## src/text_console_cursor_scroll_macros.svh

```systemverilog
// Assertion macros shared by the console RTL.
// Included by the console engine, the one module that carries concurrent checks; no other dependencies.
`ifndef TEXT_CONSOLE_CURSOR_SCROLL_MACROS_SVH
`define TEXT_CONSOLE_CURSOR_SCROLL_MACROS_SVH

`ifndef ASSERT_OFF
// Clocked check that is ignored while reset is held.
`define TCCS_ASSERT(lbl, clk, rst_n, prop, msg) \
    lbl: assert property (@(posedge clk) disable iff (!rst_n) prop) else $error(msg);
// Clocked check that also holds during reset.
`define TCCS_ASSERT_ALWAYS(lbl, clk, prop, msg) \
    lbl: assert property (@(posedge clk) prop) else $error(msg);
`else
`define TCCS_ASSERT(lbl, clk, rst_n, prop, msg)
`define TCCS_ASSERT_ALWAYS(lbl, clk, prop, msg)
`endif

`endif

```

## src/tccs_pkg.sv

```systemverilog
// Shared types and constants of the text console engine.
// No dependencies; the engine, cursor logic, result buffer and testbench import it.
`timescale 1ns / 1ps

package tccs_pkg;

    localparam int MAX_COLS   = 256;
    localparam int MAX_ROWS   = 128;
    localparam int TAB_STOP   = 4;
    localparam int COL_W      = 8;
    localparam int ROW_W      = 7;
    localparam int ADDR_W     = COL_W + ROW_W;
    localparam int DEPTH      = MAX_COLS * MAX_ROWS;
    localparam int CNT_W      = ADDR_W + 1;
    localparam int CELL_W     = 16;
    localparam int NCOLS_W    = 9;
    localparam int NROWS_W    = 8;
    localparam int CFG_IDX_W  = 1;
    localparam int CFG_DATA_W = 9;

    localparam logic [1:0] OP_PUT   = 2'd0;
    localparam logic [1:0] OP_SET   = 2'd1;
    localparam logic [1:0] OP_CLEAR = 2'd2;

    localparam logic [7:0] CH_NUL = 8'h00;
    localparam logic [7:0] CH_BS  = 8'h08;
    localparam logic [7:0] CH_TAB = 8'h09;
    localparam logic [7:0] CH_NL  = 8'h0A;

    localparam logic [CELL_W-1:0] BLANK_CELL = 16'h0020;
    localparam logic [CELL_W-1:0] RESET_CELL = 16'h0000;

    localparam logic [CFG_IDX_W-1:0] REG_COLUMNS = 1'b0;
    localparam logic [CFG_IDX_W-1:0] REG_ROWS    = 1'b1;

    typedef struct packed {
        logic [1:0]       op;
        logic [7:0]       char_code;
        logic [7:0]       color;
        logic [COL_W-1:0] new_col;
        logic [ROW_W-1:0] new_row;
    } t_cmd;

    typedef struct packed {
        logic              wrote_cell;
        logic [COL_W-1:0]  cell_col;
        logic [ROW_W-1:0]  cell_row;
        logic [CELL_W-1:0] cell_value;
        logic              scrolled;
        logic              cleared;
        logic [COL_W-1:0]  cursor_col;
        logic [ROW_W-1:0]  cursor_row;
    } t_result;

    typedef struct packed {
        t_result            res;
        logic [NROWS_W-1:0] nrows;
    } t_step;

endpackage

```

## src/tccs_stream_if.sv

```systemverilog
// Valid/ready channel carrying one item of a payload type.
// Depends on nothing; the payload type comes from tccs_pkg at instantiation.
`timescale 1ns / 1ps

interface tccs_stream_if #(
    parameter type T = logic
);
    logic valid;
    logic ready;
    T     data;

    modport source (output valid, output data, input ready);
    modport sink   (input valid, input data, output ready);
endinterface

```

## src/text_console_cursor_scroll.sv

```systemverilog
// Text console engine: cursor tracking, one-row scroll and clear over a 32768-cell RAM.
// Each accepted item's result is registered in a two-entry result buffer.
// Plain puts are taken one item per cycle while the result buffer has room; a scroll
// or a clear holds input off while the one RAM write port walks the store.
// Reset (synchronous, active low) zeroes the cursor, loads 80 columns and 25 rows,
// then sweeps all 32768 cells to zero before the first item is taken.
`timescale 1ns / 1ps

module text_console_cursor_scroll (
    input  logic                              i_clk,
    input  logic                              i_rst_n,
    tccs_stream_if.sink                       i_cmd,
    tccs_stream_if.source                     o_res,
    input  logic                              i_cfg_we,
    input  logic [tccs_pkg::CFG_IDX_W-1:0]    i_cfg_idx,
    input  logic [tccs_pkg::CFG_DATA_W-1:0]   i_cfg_data
);
    import tccs_pkg::*;
    `include "text_console_cursor_scroll_macros.svh"

    // Sequencer states. IDLE takes items; COPY moves each row up by one,
    // reading the row below and writing the read data in the next cycle;
    // FILL writes a constant over an address range (bottom row, clear, reset).
    localparam logic [1:0] S_IDLE = 2'd0;
    localparam logic [1:0] S_COPY = 2'd1;
    localparam logic [1:0] S_FILL = 2'd2;

    logic [1:0]            r_state;
    logic [CNT_W-1:0]      r_ptr;
    logic [CNT_W-1:0]      r_end;
    logic [CNT_W-1:0]      n_ptr;
    logic [CELL_W-1:0]     r_fill_val;
    logic [NROWS_W-1:0]    r_nr;
    logic                  r_cp_valid;
    logic [ADDR_W-1:0]     r_cp_dst;

    logic [CFG_DATA_W-1:0] r_columns;
    logic [NROWS_W-1:0]    r_rows;
    logic [COL_W-1:0]      r_cur_col;
    logic [ROW_W-1:0]      r_cur_row;

    t_step                 step;
    logic                  q_room;
    logic                  acc;

    logic                  ram_we;
    logic [ADDR_W-1:0]     ram_waddr;
    logic [CELL_W-1:0]     ram_wdata;
    logic [ADDR_W-1:0]     ram_raddr;
    logic [CELL_W-1:0]     ram_rdata;

    // Items are taken only while the sequencer is idle and the result buffer
    // has a free slot, so a finished result may still be waiting downstream.
    assign i_cmd.ready = (r_state == S_IDLE) && q_room;
    assign acc         = i_cmd.valid && i_cmd.ready;
    assign n_ptr       = r_ptr + CNT_W'(1);
    assign ram_raddr   = r_ptr[ADDR_W-1:0];

    tccs_cursor u_cursor (
        .i_item    (i_cmd.data),
        .i_cur_col (r_cur_col),
        .i_cur_row (r_cur_row),
        .i_columns (r_columns),
        .i_rows    (r_rows),
        .o_step    (step)
    );

    tccs_outq u_outq (
        .i_clk   (i_clk),
        .i_rst_n (i_rst_n),
        .i_push  (acc),
        .i_item  (step.res),
        .o_room  (q_room),
        .o_res   (o_res)
    );

    tccs_ram #(
        .WIDTH (CELL_W),
        .DEPTH (DEPTH)
    ) u_store (
        .i_clk   (i_clk),
        .i_we    (ram_we),
        .i_waddr (ram_waddr),
        .i_wdata (ram_wdata),
        .i_raddr (ram_raddr),
        .o_rdata (ram_rdata)
    );

    // The single write port is shared. A pending copy write wins, then the
    // fill sweep, then the cell written by an accepted put. The states keep
    // these apart; the order only documents the intent.
    always_comb begin
        priority if (r_cp_valid) begin
            ram_we    = 1'b1;
            ram_waddr = r_cp_dst;
            ram_wdata = ram_rdata;
        end else if (r_state == S_FILL) begin
            ram_we    = 1'b1;
            ram_waddr = r_ptr[ADDR_W-1:0];
            ram_wdata = r_fill_val;
        end else if (acc && step.res.wrote_cell) begin
            ram_we    = 1'b1;
            ram_waddr = {step.res.cell_row, step.res.cell_col};
            ram_wdata = step.res.cell_value;
        end else begin
            ram_we    = 1'b0;
            ram_waddr = '0;
            ram_wdata = '0;
        end
    end

    // Configuration registers; the user must write them only while idle (not enforced).
    always_ff @(posedge i_clk) begin
        if (!i_rst_n) begin
            r_columns <= CFG_DATA_W'(80);
            r_rows    <= NROWS_W'(25);
        end else if (i_cfg_we) begin
            if (i_cfg_idx == REG_COLUMNS) begin
                r_columns <= i_cfg_data;
            end else begin
                r_rows <= i_cfg_data[NROWS_W-1:0];
            end
        end
    end

    // Cursor position; the step logic already folds in wrap, scroll and clear.
    always_ff @(posedge i_clk) begin
        if (!i_rst_n) begin
            r_cur_col <= '0;
            r_cur_row <= '0;
        end else if (acc) begin
            r_cur_col <= step.res.cursor_col;
            r_cur_row <= step.res.cursor_row;
        end
    end

    // Store sequencer. A scroll starts reading at the second row and stops
    // once the last used row has been read; the final copy write lands in
    // the cycle that turns to FILL, which then blanks the bottom used row.
    always_ff @(posedge i_clk) begin
        if (!i_rst_n) begin
            r_state    <= S_FILL;
            r_ptr      <= '0;
            r_end      <= CNT_W'(DEPTH);
            r_fill_val <= RESET_CELL;
            r_nr       <= NROWS_W'(1);
            r_cp_valid <= 1'b0;
        end else begin
            unique case (r_state)
                S_IDLE: begin
                    r_cp_valid <= 1'b0;
                    if (acc && step.res.scrolled) begin
                        r_state <= S_COPY;
                        r_ptr   <= CNT_W'(MAX_COLS);
                        r_end   <= CNT_W'({step.nrows, {COL_W{1'b0}}});
                        r_nr    <= step.nrows;
                    end else if (acc && step.res.cleared) begin
                        r_state    <= S_FILL;
                        r_ptr      <= '0;
                        r_end      <= CNT_W'(DEPTH);
                        r_fill_val <= BLANK_CELL;
                    end
                end
                S_COPY: begin
                    if (r_ptr != r_end) begin
                        r_cp_valid <= 1'b1;
                        r_cp_dst   <= ADDR_W'(r_ptr - CNT_W'(MAX_COLS));
                        r_ptr      <= n_ptr;
                    end else begin
                        r_cp_valid <= 1'b0;
                        r_state    <= S_FILL;
                        r_ptr      <= CNT_W'({r_nr - NROWS_W'(1), {COL_W{1'b0}}});
                        r_end      <= CNT_W'({r_nr, {COL_W{1'b0}}});
                        r_fill_val <= BLANK_CELL;
                    end
                end
                S_FILL: begin
                    r_cp_valid <= 1'b0;
                    r_ptr      <= n_ptr;
                    if (n_ptr == r_end) begin
                        r_state <= S_IDLE;
                    end
                end
                default: begin
                    r_cp_valid <= 1'b0;
                    r_state    <= S_IDLE;
                end
            endcase
        end
    end

    `TCCS_ASSERT(a_ready_only_idle, i_clk, i_rst_n,
        i_cmd.ready |-> r_state == S_IDLE,
        "item taken while the store sequencer is busy")
    `TCCS_ASSERT(a_copy_write_in_walk, i_clk, i_rst_n,
        r_cp_valid |-> r_state == S_COPY || r_state == S_FILL,
        "copy write outside a scroll")
    `TCCS_ASSERT(a_scroll_starts_copy, i_clk, i_rst_n,
        acc && step.res.scrolled |=> r_state == S_COPY,
        "scrolling item did not start the row copy")
    `TCCS_ASSERT(a_clear_starts_fill, i_clk, i_rst_n,
        acc && step.res.cleared |=> r_state == S_FILL && r_ptr == '0,
        "clear did not start a sweep at the first cell")

endmodule

```

## src/tccs_ram.sv

```systemverilog
// Generic simple dual-port RAM: one write port, one read port, registered read.
// No package dependencies.
`timescale 1ns / 1ps

module tccs_ram #(
    parameter int WIDTH = 16,
    parameter int DEPTH = 1024
) (
    input  logic                     i_clk,
    input  logic                     i_we,
    input  logic [$clog2(DEPTH)-1:0] i_waddr,
    input  logic [WIDTH-1:0]         i_wdata,
    input  logic [$clog2(DEPTH)-1:0] i_raddr,
    output logic [WIDTH-1:0]         o_rdata
);
    logic [WIDTH-1:0] r_mem [DEPTH];

    always_ff @(posedge i_clk) begin
        if (i_we) begin
            r_mem[i_waddr] <= i_wdata;
        end
        o_rdata <= r_mem[i_raddr];
    end
endmodule

```

## src/tccs_cursor.sv

```systemverilog
// Cursor step logic: decodes one item against the current cursor and sizes.
// Depends on tccs_pkg for the item, result and step types.
`timescale 1ns / 1ps

module tccs_cursor (
    input  tccs_pkg::t_cmd                    i_item,
    input  logic [tccs_pkg::COL_W-1:0]        i_cur_col,
    input  logic [tccs_pkg::ROW_W-1:0]        i_cur_row,
    input  logic [tccs_pkg::CFG_DATA_W-1:0]   i_columns,
    input  logic [tccs_pkg::NROWS_W-1:0]      i_rows,
    output tccs_pkg::t_step                   o_step
);
    import tccs_pkg::*;

    logic [NCOLS_W-1:0] ncols;
    logic [NROWS_W-1:0] nrows;
    logic               in_area;
    logic [NCOLS_W-1:0] col_p1;
    logic [NROWS_W-1:0] row_p1;
    logic               row_wrap;
    logic [ROW_W-1:0]   nl_row;
    logic [NCOLS_W-1:0] tab_t;
    logic [COL_W-1:0]   bs_col;
    logic               bs_in_area;

    // Out-of-range sizes are clamped: zero acts as one, too large as the maximum.
    assign ncols = (i_columns == '0) ? NCOLS_W'(1) :
                   (i_columns > NCOLS_W'(MAX_COLS)) ? NCOLS_W'(MAX_COLS) : i_columns;
    assign nrows = (i_rows == '0) ? NROWS_W'(1) :
                   (i_rows > NROWS_W'(MAX_ROWS)) ? NROWS_W'(MAX_ROWS) : i_rows;

    assign in_area    = ({1'b0, i_cur_col} < ncols) && ({1'b0, i_cur_row} < nrows);
    assign col_p1     = {1'b0, i_cur_col} + NCOLS_W'(1);
    assign row_p1     = {1'b0, i_cur_row} + NROWS_W'(1);
    assign row_wrap   = row_p1 >= nrows;
    assign nl_row     = row_wrap ? ROW_W'(nrows - NROWS_W'(1)) : row_p1[ROW_W-1:0];
    assign tab_t      = NCOLS_W'((i_cur_col / TAB_STOP + 1) * TAB_STOP);
    assign bs_col     = (i_cur_col == '0) ? COL_W'(ncols - NCOLS_W'(1))
                                          : i_cur_col - COL_W'(1);
    assign bs_in_area = ({1'b0, bs_col} < ncols) && ({1'b0, i_cur_row} < nrows);

    always_comb begin
        o_step.nrows          = nrows;
        o_step.res            = '0;
        o_step.res.cursor_col = i_cur_col;
        o_step.res.cursor_row = i_cur_row;

        unique case (i_item.op)
            OP_PUT: begin
                unique case (i_item.char_code)
                    CH_NUL: begin
                    end
                    CH_TAB: begin
                        if (tab_t >= ncols) begin
                            o_step.res.cursor_col = '0;
                            o_step.res.cursor_row = nl_row;
                            o_step.res.scrolled   = row_wrap;
                        end else begin
                            o_step.res.cursor_col = tab_t[COL_W-1:0];
                        end
                    end
                    CH_BS: begin
                        o_step.res.cursor_col = bs_col;
                        if (bs_in_area) begin
                            o_step.res.wrote_cell = 1'b1;
                            o_step.res.cell_col   = bs_col;
                            o_step.res.cell_row   = i_cur_row;
                            o_step.res.cell_value = BLANK_CELL;
                        end
                    end
                    CH_NL: begin
                        o_step.res.cursor_col = '0;
                        o_step.res.cursor_row = nl_row;
                        o_step.res.scrolled   = row_wrap;
                    end
                    default: begin
                        if (in_area) begin
                            o_step.res.wrote_cell = 1'b1;
                            o_step.res.cell_col   = i_cur_col;
                            o_step.res.cell_row   = i_cur_row;
                            o_step.res.cell_value = {i_item.color, i_item.char_code};
                        end
                        if (col_p1 >= ncols) begin
                            o_step.res.cursor_col = '0;
                            o_step.res.cursor_row = nl_row;
                            o_step.res.scrolled   = row_wrap;
                        end else begin
                            o_step.res.cursor_col = col_p1[COL_W-1:0];
                        end
                    end
                endcase
            end
            OP_SET: begin
                o_step.res.cursor_col = i_item.new_col;
                o_step.res.cursor_row = i_item.new_row;
            end
            OP_CLEAR: begin
                o_step.res.cleared    = 1'b1;
                o_step.res.cursor_col = '0;
                o_step.res.cursor_row = '0;
            end
            default: begin
            end
        endcase
    end
endmodule

```

## src/tccs_outq.sv

```systemverilog
// Two-entry result buffer: an output register backed by a skid register.
// Depends on tccs_pkg for the result type and on tccs_stream_if.
`timescale 1ns / 1ps

module tccs_outq (
    input  logic              i_clk,
    input  logic              i_rst_n,
    input  logic              i_push,
    input  tccs_pkg::t_result i_item,
    output logic              o_room,
    tccs_stream_if.source     o_res
);
    import tccs_pkg::*;

    logic    r_out_valid;
    t_result r_out;
    logic    r_skid_valid;
    t_result r_skid;
    logic    pop;

    assign pop         = r_out_valid && o_res.ready;
    assign o_res.valid = r_out_valid;
    assign o_res.data  = r_out;
    // A push is only offered while the skid register is free.
    assign o_room      = !r_skid_valid;

    always_ff @(posedge i_clk) begin
        if (!i_rst_n) begin
            r_out_valid  <= 1'b0;
            r_skid_valid <= 1'b0;
        end else if (!r_out_valid || pop) begin
            if (r_skid_valid) begin
                r_out        <= r_skid;
                r_out_valid  <= 1'b1;
                r_skid_valid <= 1'b0;
            end else if (i_push) begin
                r_out       <= i_item;
                r_out_valid <= 1'b1;
            end else begin
                r_out_valid <= 1'b0;
            end
        end else if (i_push) begin
            r_skid       <= i_item;
            r_skid_valid <= 1'b1;
        end
    end
endmodule

```

## src/flat_wrapper.sv

```systemverilog
// flat-port wrapper written by rule: the top's interface ports become plain ports
module text_console_cursor_scroll_flat import tccs_pkg::*;
  (i_clk, i_rst_n, i_cfg_we, i_cfg_idx, i_cfg_data, i_cmd_valid, i_cmd_data, i_cmd_ready, o_res_valid, o_res_data, o_res_ready);
  tccs_stream_if #(.T(t_cmd)) i_cmd_i ();
  tccs_stream_if #(.T(t_result)) o_res_i ();
  input  logic i_clk;
  input  logic i_rst_n;
  input  logic i_cfg_we;
  input  logic [tccs_pkg::CFG_IDX_W-1:0] i_cfg_idx;
  input  logic [tccs_pkg::CFG_DATA_W-1:0] i_cfg_data;
  input wire logic [$bits(i_cmd_i.valid)-1:0] i_cmd_valid;
  input wire logic [$bits(i_cmd_i.data)-1:0] i_cmd_data;
  output wire logic [$bits(i_cmd_i.ready)-1:0] i_cmd_ready;
  output wire logic [$bits(o_res_i.valid)-1:0] o_res_valid;
  output wire logic [$bits(o_res_i.data)-1:0] o_res_data;
  input wire logic [$bits(o_res_i.ready)-1:0] o_res_ready;
  assign i_cmd_i.valid = i_cmd_valid;
  assign i_cmd_i.data = i_cmd_data;
  assign i_cmd_ready = i_cmd_i.ready;
  assign o_res_valid = o_res_i.valid;
  assign o_res_data = o_res_i.data;
  assign o_res_i.ready = o_res_ready;
  text_console_cursor_scroll u_core (.i_clk(i_clk), .i_rst_n(i_rst_n), .i_cmd(i_cmd_i), .o_res(o_res_i), .i_cfg_we(i_cfg_we), .i_cfg_idx(i_cfg_idx), .i_cfg_data(i_cfg_data));
endmodule
```

## config.mk

```make
export PLATFORM = sky130hd
export DESIGN_NAME = text_console_cursor_scroll_flat
export DESIGN_NICKNAME = d
export VERILOG_FILES = /design/src/tccs_pkg.sv /design/src/tccs_stream_if.sv /design/src/text_console_cursor_scroll.sv /design/src/tccs_ram.sv /design/src/tccs_cursor.sv /design/src/tccs_outq.sv /design/src/flat_wrapper.sv
export VERILOG_INCLUDE_DIRS = /design/src /design/src/src
export SDC_FILE = /design/constraint.sdc
export NUM_CORES = 1
export LEC_CHECK = 0
export ABC_AREA = 1
export BUFFER_PORTS_ARGS = -buffer_cell sky130_fd_sc_hd__buf_2
export CAP_MARGIN = 20
export CORE_AREA = 2 2 174 176
export CTS_CLUSTER_DIAMETER = 60
export DETAILED_ROUTE_END_ITERATION = 10
export DIE_AREA = 0 0 176 178
export MAX_ROUTING_LAYER = met4
export SYNTH_ARGS = -nofsm -noshare
export SYNTH_HDL_FRONTEND = slang
export SYNTH_SLANG_ARGS = --single-unit
```

## constraint.sdc

```tcl
create_clock -name i_clk -period 14.4 [get_ports i_clk]
set_input_delay 0.72 -clock i_clk [delete_from_list [all_inputs] [get_ports i_clk]]
set_output_delay 0.72 -clock i_clk [all_outputs]
set_load 0.05 [all_outputs]
```

; ---- Word level (Yosys, flattened, before mapping)
; Cells that the tools add are included.
[classes]
bitwise_logic = 3
reduce_logical = 30
eq_ne = 12
muxes = 38
magnitude_cmp = 8
n_addsub = 8
[ops]
columns = op, n
row1 = $mux W49, 2
row2 = $mux W16, 6
row3 = $mux W32, 2
row4 = $pmux W32 S2, 1
row5 = $pmux W16 S3, 1
row6 = $pmux W15 S3, 1
row7 = $mux W8, 5
row8 = $mux W33, 1
row9 = $pmux W16 S2, 1
row10 = $pmux W8 S4, 1
row11 = $eq A8 B4 Y1 const B, 3
row12 = $logic_not A8 Y1, 3
row13 = $sub A8 B1 Y8 const B, 3
row14 = $mux W7, 3
row15 = $pmux W7 S3, 1
row16 = $ge A9 B9 Y1, 2
row17 = $lt A8 B9 Y1, 2
row18 = $mux W9, 2
row19 = $add A16 B1 Y16 const B, 1
row20 = $eq A16 B16 Y1, 1
row21 = $ne A16 B16 Y1, 1
row22 = $reduce_and A3 Y1, 4
row23 = $add A8 B1 Y9 const B, 1
row24 = $gt A9 B9 Y1 const B, 1
row25 = 25 further kinds, 50
[word_totals]
ff_bits = 174
out_inout_bits = 51
wordCells = 125
input_bits = 48

; ---- Logic depth before layout (Yosys ltp)
[depth]
depth_word = 13
ltp_mapped = 27
ltp_nobuf = 24

; ---- By module
; A second synthesis with hierarchy kept.
[hier_totals]
hier_cells = 1468
area_unflattened_um2 = 10791.6
[by_module_without_submodules]
columns = mod, cells_each, instances, area_each_um2
row1 = tccs_outq, 269, 1, 3701.0
row2 = tccs_cursor, 680, 1, 3590.9
row3 = text_console_cursor_scroll, 519, 1, 3499.6

; ---- Least setup slack after synthesis
; OpenSTA, ideal clock, no wires.
[synth_path]
path_type = flip-flop to flip-flop
from = register u_core.r_state[0]
to = register u_core.u_outq.r_out, in the netlist u_core.u_outq.o_res.data[0] (enable)
required_time_ns = 13.884
setup_ns = 0.516
setup_slack_ns = 8.295
path_buffers = 1
path_stages_with_launch = 10
synth_period_minus_slack_ns = 6.105
t_arrival_ns = 5.589
path_cell_list = dfxtp_1 > inv_1 > ha_1 > inv_1 > nor2_1 > nand2_1 > inv_1 > clkbuf_1 > nor2_1 > nor3_1
[synth_via]
elab_chain_cells = 5
[synth_lines]
columns = element, line_no
row1 = from (decl), text_console_cursor_scroll.sv:28  ; logic [1:0] r_state;
row2 = from (signal assigned), text_console_cursor_scroll.sv:142  ; r_state <= S_FILL;
row3 = from (signal assigned), text_console_cursor_scroll.sv:153  ; r_state <= S_COPY;
row4 = from (signal assigned), text_console_cursor_scroll.sv:158  ; r_state <= S_FILL;
row5 = $logic_not A2 Y1, text_console_cursor_scroll.sv:54  ; assign i_cmd.ready = (r_state == S_IDLE) && q_room;
row6 = $logic_and A1 B1 Y1, text_console_cursor_scroll.sv:54
row7 = via i_cmd_ready, flat_wrapper.sv:13  ; output wire logic [$bits(i_cmd_i.ready)-1:0] i_cmd_ready;
row8 = $logic_and A1 B1 Y1, text_console_cursor_scroll.sv:55  ; assign acc = i_cmd.valid && i_cmd.ready;
row9 = $reduce_bool A2 Y1 (no line), --
row10 = $reduce_and A3 Y1 (no line), --
row11 = to (signal assigned), tccs_outq.sv:33  ; r_out <= r_skid;
row12 = to (signal assigned), tccs_outq.sv:37  ; r_out <= i_item;
row13 = to (decl), tccs_outq.sv:16  ; t_result r_out;
; The timed path passes the listed nets, and every way through them passes these cells.
; A chain may end at the register's enable or synchronous reset.

; ---- Worst setup path in the final report
[layout_path]
from = register u_core.r_cur_col[2]
to = register u_core.u_outq.r_out, in the netlist u_core.u_outq.o_res.data[47] (data pin)
[layout_via]
elab_chain_cells = 9
[layout_lines]
columns = element, line_no
row1 = from (decl), text_console_cursor_scroll.sv:39  ; logic [COL_W-1:0] r_cur_col;
row2 = from (signal assigned), text_console_cursor_scroll.sv:132  ; r_cur_col <= step.res.cursor_col;
row3 = $sub A8 B1 Y8 or $logic_not A8 Y1 (tied branches), "tccs_cursor.sv:39, tccs_cursor.sv:38"
row4 = $mux W8, tccs_cursor.sv:38  ; assign bs_col = (i_cur_col == '0) ? COL_W'(ncols - NCOLS_W'(1))
row5 = $lt A8 B9 Y1, tccs_cursor.sv:40  ; assign bs_in_area = ({1'b0, bs_col} < ncols) && ({1'b0, i_cur_row} < nrows);
row6 = $logic_and A1 B1 Y1, tccs_cursor.sv:40
row7 = $mux W32, tccs_cursor.sv:64  ; if (bs_in_area) begin
row8 = $pmux W32 S2 *, tccs_cursor.sv:50  ; unique case (i_item.char_code)
row9 = $mux W33 *, tccs_cursor.sv:48  ; unique case (i_item.op)
row10 = $mux W49 *, tccs_outq.sv:36  ; end else if (i_push) begin
row11 = $mux W49 *, tccs_outq.sv:32  ; if (r_skid_valid) begin
; Mark *: on every way between the ends. The rest lies on a longest branch, timed or not. The select of a mux whose other input is x is not followed.

==> flow_summary.toml <==
[synthesis]
syn_inst = 1329
yosysTopAreaCellShare_pct = 28.8
syn_area_mm2 = 0.0102
synthTopCellsByArea = "edfxtp_1, nand2_1, dfxtp_1, ha_1, inv_1"
synth_edf_count = 98
ys_ff_latch = 166
postSynth.asyncResetShare_pct = 0
synth.largest_area_cell = "edfxtp_1"
postSynthAreaPerCell_um2 = 7.70
synth-main-ff-cell = "edfxtp_1"
ys_types = 52
ys_seq_area_share_pct = 42.1
synth_nets = 1436
ys_warn_count = 0

[timing]
setup_violations = 0
finClkSkew_ns = 0.0166
relSlewSlack_pct = 27.8
rsz0062_at_grt = "no"
tns_ns = 0
tightest_slew_ns = 1.08
drv_slew = 0
fmax_mhz = 233
hold_violations = 0
fin_crit_sh_pct = 29.8
min_period_ns = 4.29
hold_slack_ns = 0.480

[critical_path]
path_max_fanout = 14
end_kind = "register"
startpoint_type = "register"
critPathRequiredTime_ns = 14.67
r2r-start = "u_core.r_cur_col[2]"
critPathLaunch = "u_core.r_cur_col[2]"
critPathArrivalTime_ns = 4.57
critPathKind = "reg2reg"

[global_route]
grt_pass1_vias = 8612
grt_start_max_net_pins = 51
grt_use_total_pct = 19.8
overflow = 0
antenna_found_initial = 1
grt_pass1_wl_um = 47100

[floorplan]
fp.dieH_um = 178
io_pins = 99
core_area_mm2 = 0.0294
row_count = 63
design.die.area_mm2 = 0.0313
start_util_pct = 34.8
die_w_um = 176

[routing]
route.vias.total = 9001
drtAntennaViolNets = 0
routed_wirelength_um = 29400
drc = 0
first_pass_iters = 5
drtIter0Drc = 613
viasPerCell = 4.97
post_drt_wl_per_cell_um = 16.2

[min_path]
min_path_type = "reg2reg"
hp-start = "u_core.r_columns[0]"

[final_layout]
nets = 1515
drive_gt1_share_pct = 12.6
syn_to_final_growth_pct = 14.1
fillers = 3037
final_util_pct = 39.7
final_cell_mix = "nand2_1, inv_1, nor2_1"
final_common_cell = "nand2_1"

[clock_network]
cts_htree_levels = 4
cts_max_path_buffers = 2
cts-resized-gates = 0
clock-sinks = 166
ctsRootBufferMaster = "clkbuf_16"
cts_tree = "yes"
cts_buffers = 17
holdBufCountCts = 0
clk_latency_ns = 0.44
clk_pin_slew_ns = 0.08
cts_setup_buffers = 0

[power_and_ir_drop]
ir_worst_vdd_mv = 0.0685
leakagePower_nw = 5.18
power.total_mw = 1.26
cellPowerDensity_mw_per_mm2 = 108

[place]
dp_hpwl_um = 21900
io_buffers = 98
gp_congestion = 0.958

[run]
drv_cap = 0

[status]
status = "finished clean"
## state kept, by name, indices dropped and copies added (netlist names)
register	cells
u_core.r_nr	8
u_core.u_outq.o_res.valid	1
u_core.r_columns	9
u_core.r_rows	8
u_core.r_cur_row	7
u_core.r_cur_col	8
u_core.r_ptr	16
u_core.r_end	8
u_core.r_state	2
u_core.u_outq.o_res.data	49
u_core.u_outq.r_skid_valid	1
u_core.u_outq.r_skid	49
## logic make-up after synthesis
family                   Yosys count  share of synthesized area, %
adder cells (fa/ha/maj)           59                          7.22
buffers and inverters            202                          7.89
AO/OA/AOI/OAI                    209                          11.4
AND/OR/NAND/NOR                  650                          27.7
flip-flops                       166                          42.1
XOR/XNOR                          43                          3.68
## per-stage QoR
| stage | instance area [µm²] | setup slack, ns | std cells |
|---|---|---|---|
| after floorplan | 10200 | 8.29 | 1329 |
| after global placement | 11100 | 10.35 | 1779 |
| after detailed placement | 11100 | 10.15 | 1779 |
| after CTS | 11700 | 10.13 | 1811 |
| after global routing | 11700 | 9.54 | 1812 |
| final | 11700 | 10.11 | 1812 |
## layout make-up
type                       count  area (µm²)  area share, %
tap                          390         488           4.18
sequential                   166        4310           36.9
clock buffer                  17         425           3.65
inverter                     158         598           5.13
clock inverter                15         184           1.58
timing repair buffer         104         536           4.59
antenna                        1        2.50         0.0214
multi-input combinational    961        5130           44.0
## layer usage
layer,share of wire (%),vias to the layer above,global-route usage [%]
met5,0,-,-
met4,1.2,0,4.61
met3,5.9,20,3.54
met2,43,264,29.9
met1,50,4155,27.7
li1,-,4562,-
## cells in the mapped netlist, types with 2 or more instances
| master | count |
|---|---|
| nor4_1 | 4 |
| o21ai_0 | 77 |
| clkbuf_1 | 31 |
| dfxtp_1 | 68 |
| a21oi_1 | 73 |
| nand3_2 | 2 |
| nor2_1 | 126 |
| inv_1 | 147 |
| buf_6 | 3 |
| buf_4 | 4 |
| o31ai_1 | 2 |
| o2111ai_1 | 2 |
| nor4_2 | 2 |
| nor2_4 | 2 |
| o21ai_1 | 12 |
| xor2_1 | 33 |
| nor3_1 | 25 |
| nand2_1 | 371 |
| a31oi_1 | 7 |
| nand3_4 | 5 |
| edfxtp_1 | 98 |
| clkinv_1 | 3 |
| a22oi_1 | 2 |
| nand3b_1 | 6 |
| or2_2 | 3 |
| ha_1 | 59 |
| o21ai_2 | 2 |
| o22ai_1 | 12 |
| nor3b_1 | 8 |
| nand4_1 | 23 |
| nand3_1 | 59 |
| inv_2 | 6 |
| inv_4 | 2 |
| nor2_2 | 2 |
| xnor2_1 | 10 |
| buf_2 | 5 |
| o211ai_1 | 11 |
| nand2_2 | 8 |
## worst max-delay path, stage by stage (launching register included)
cell,delay [ns]
dfxtp_1,0.58
inv_1,0.22
ha_1,0.26
nand2_1,0.05
nor3_1,0.04
nand2_1,0.32
nand2_1,0.09
o21ai_1,0.16
inv_1,0.08
ha_1,0.26
nand2_1,0.10
xor2_1,0.26
ha_1,0.30
a21oi_1,0.15
o31ai_1,0.09
a21oi_1,0.17
nand4_1,0.12
nand2_1,0.09
nand2_1,0.35
inv_1,0.19
nand3b_1,0.11
o21ai_0,0.17
## report_power, final
part	switching (mW)	leakage (nW)	internal (mW)
Combinational	0.174	3.41	0.0814
Sequential	0.0158	1.48	0.517
Clock	0.223	0.288	0.250
Total	0.413	5.18	0.848
## worst paths after layout
check	end	slack, ns	cells after the start
setup / recovery	u_core.u_outq.o_res.data[47]	10.11	21
hold / removal	u_core.r_columns[0]	0.48	2
setup reg to reg	u_core.u_outq.o_res.data[47]	10.11	21
hold reg to reg	u_core.r_columns[0]	0.48	2
Note: power is estimated with default switching activity, not from simulation.
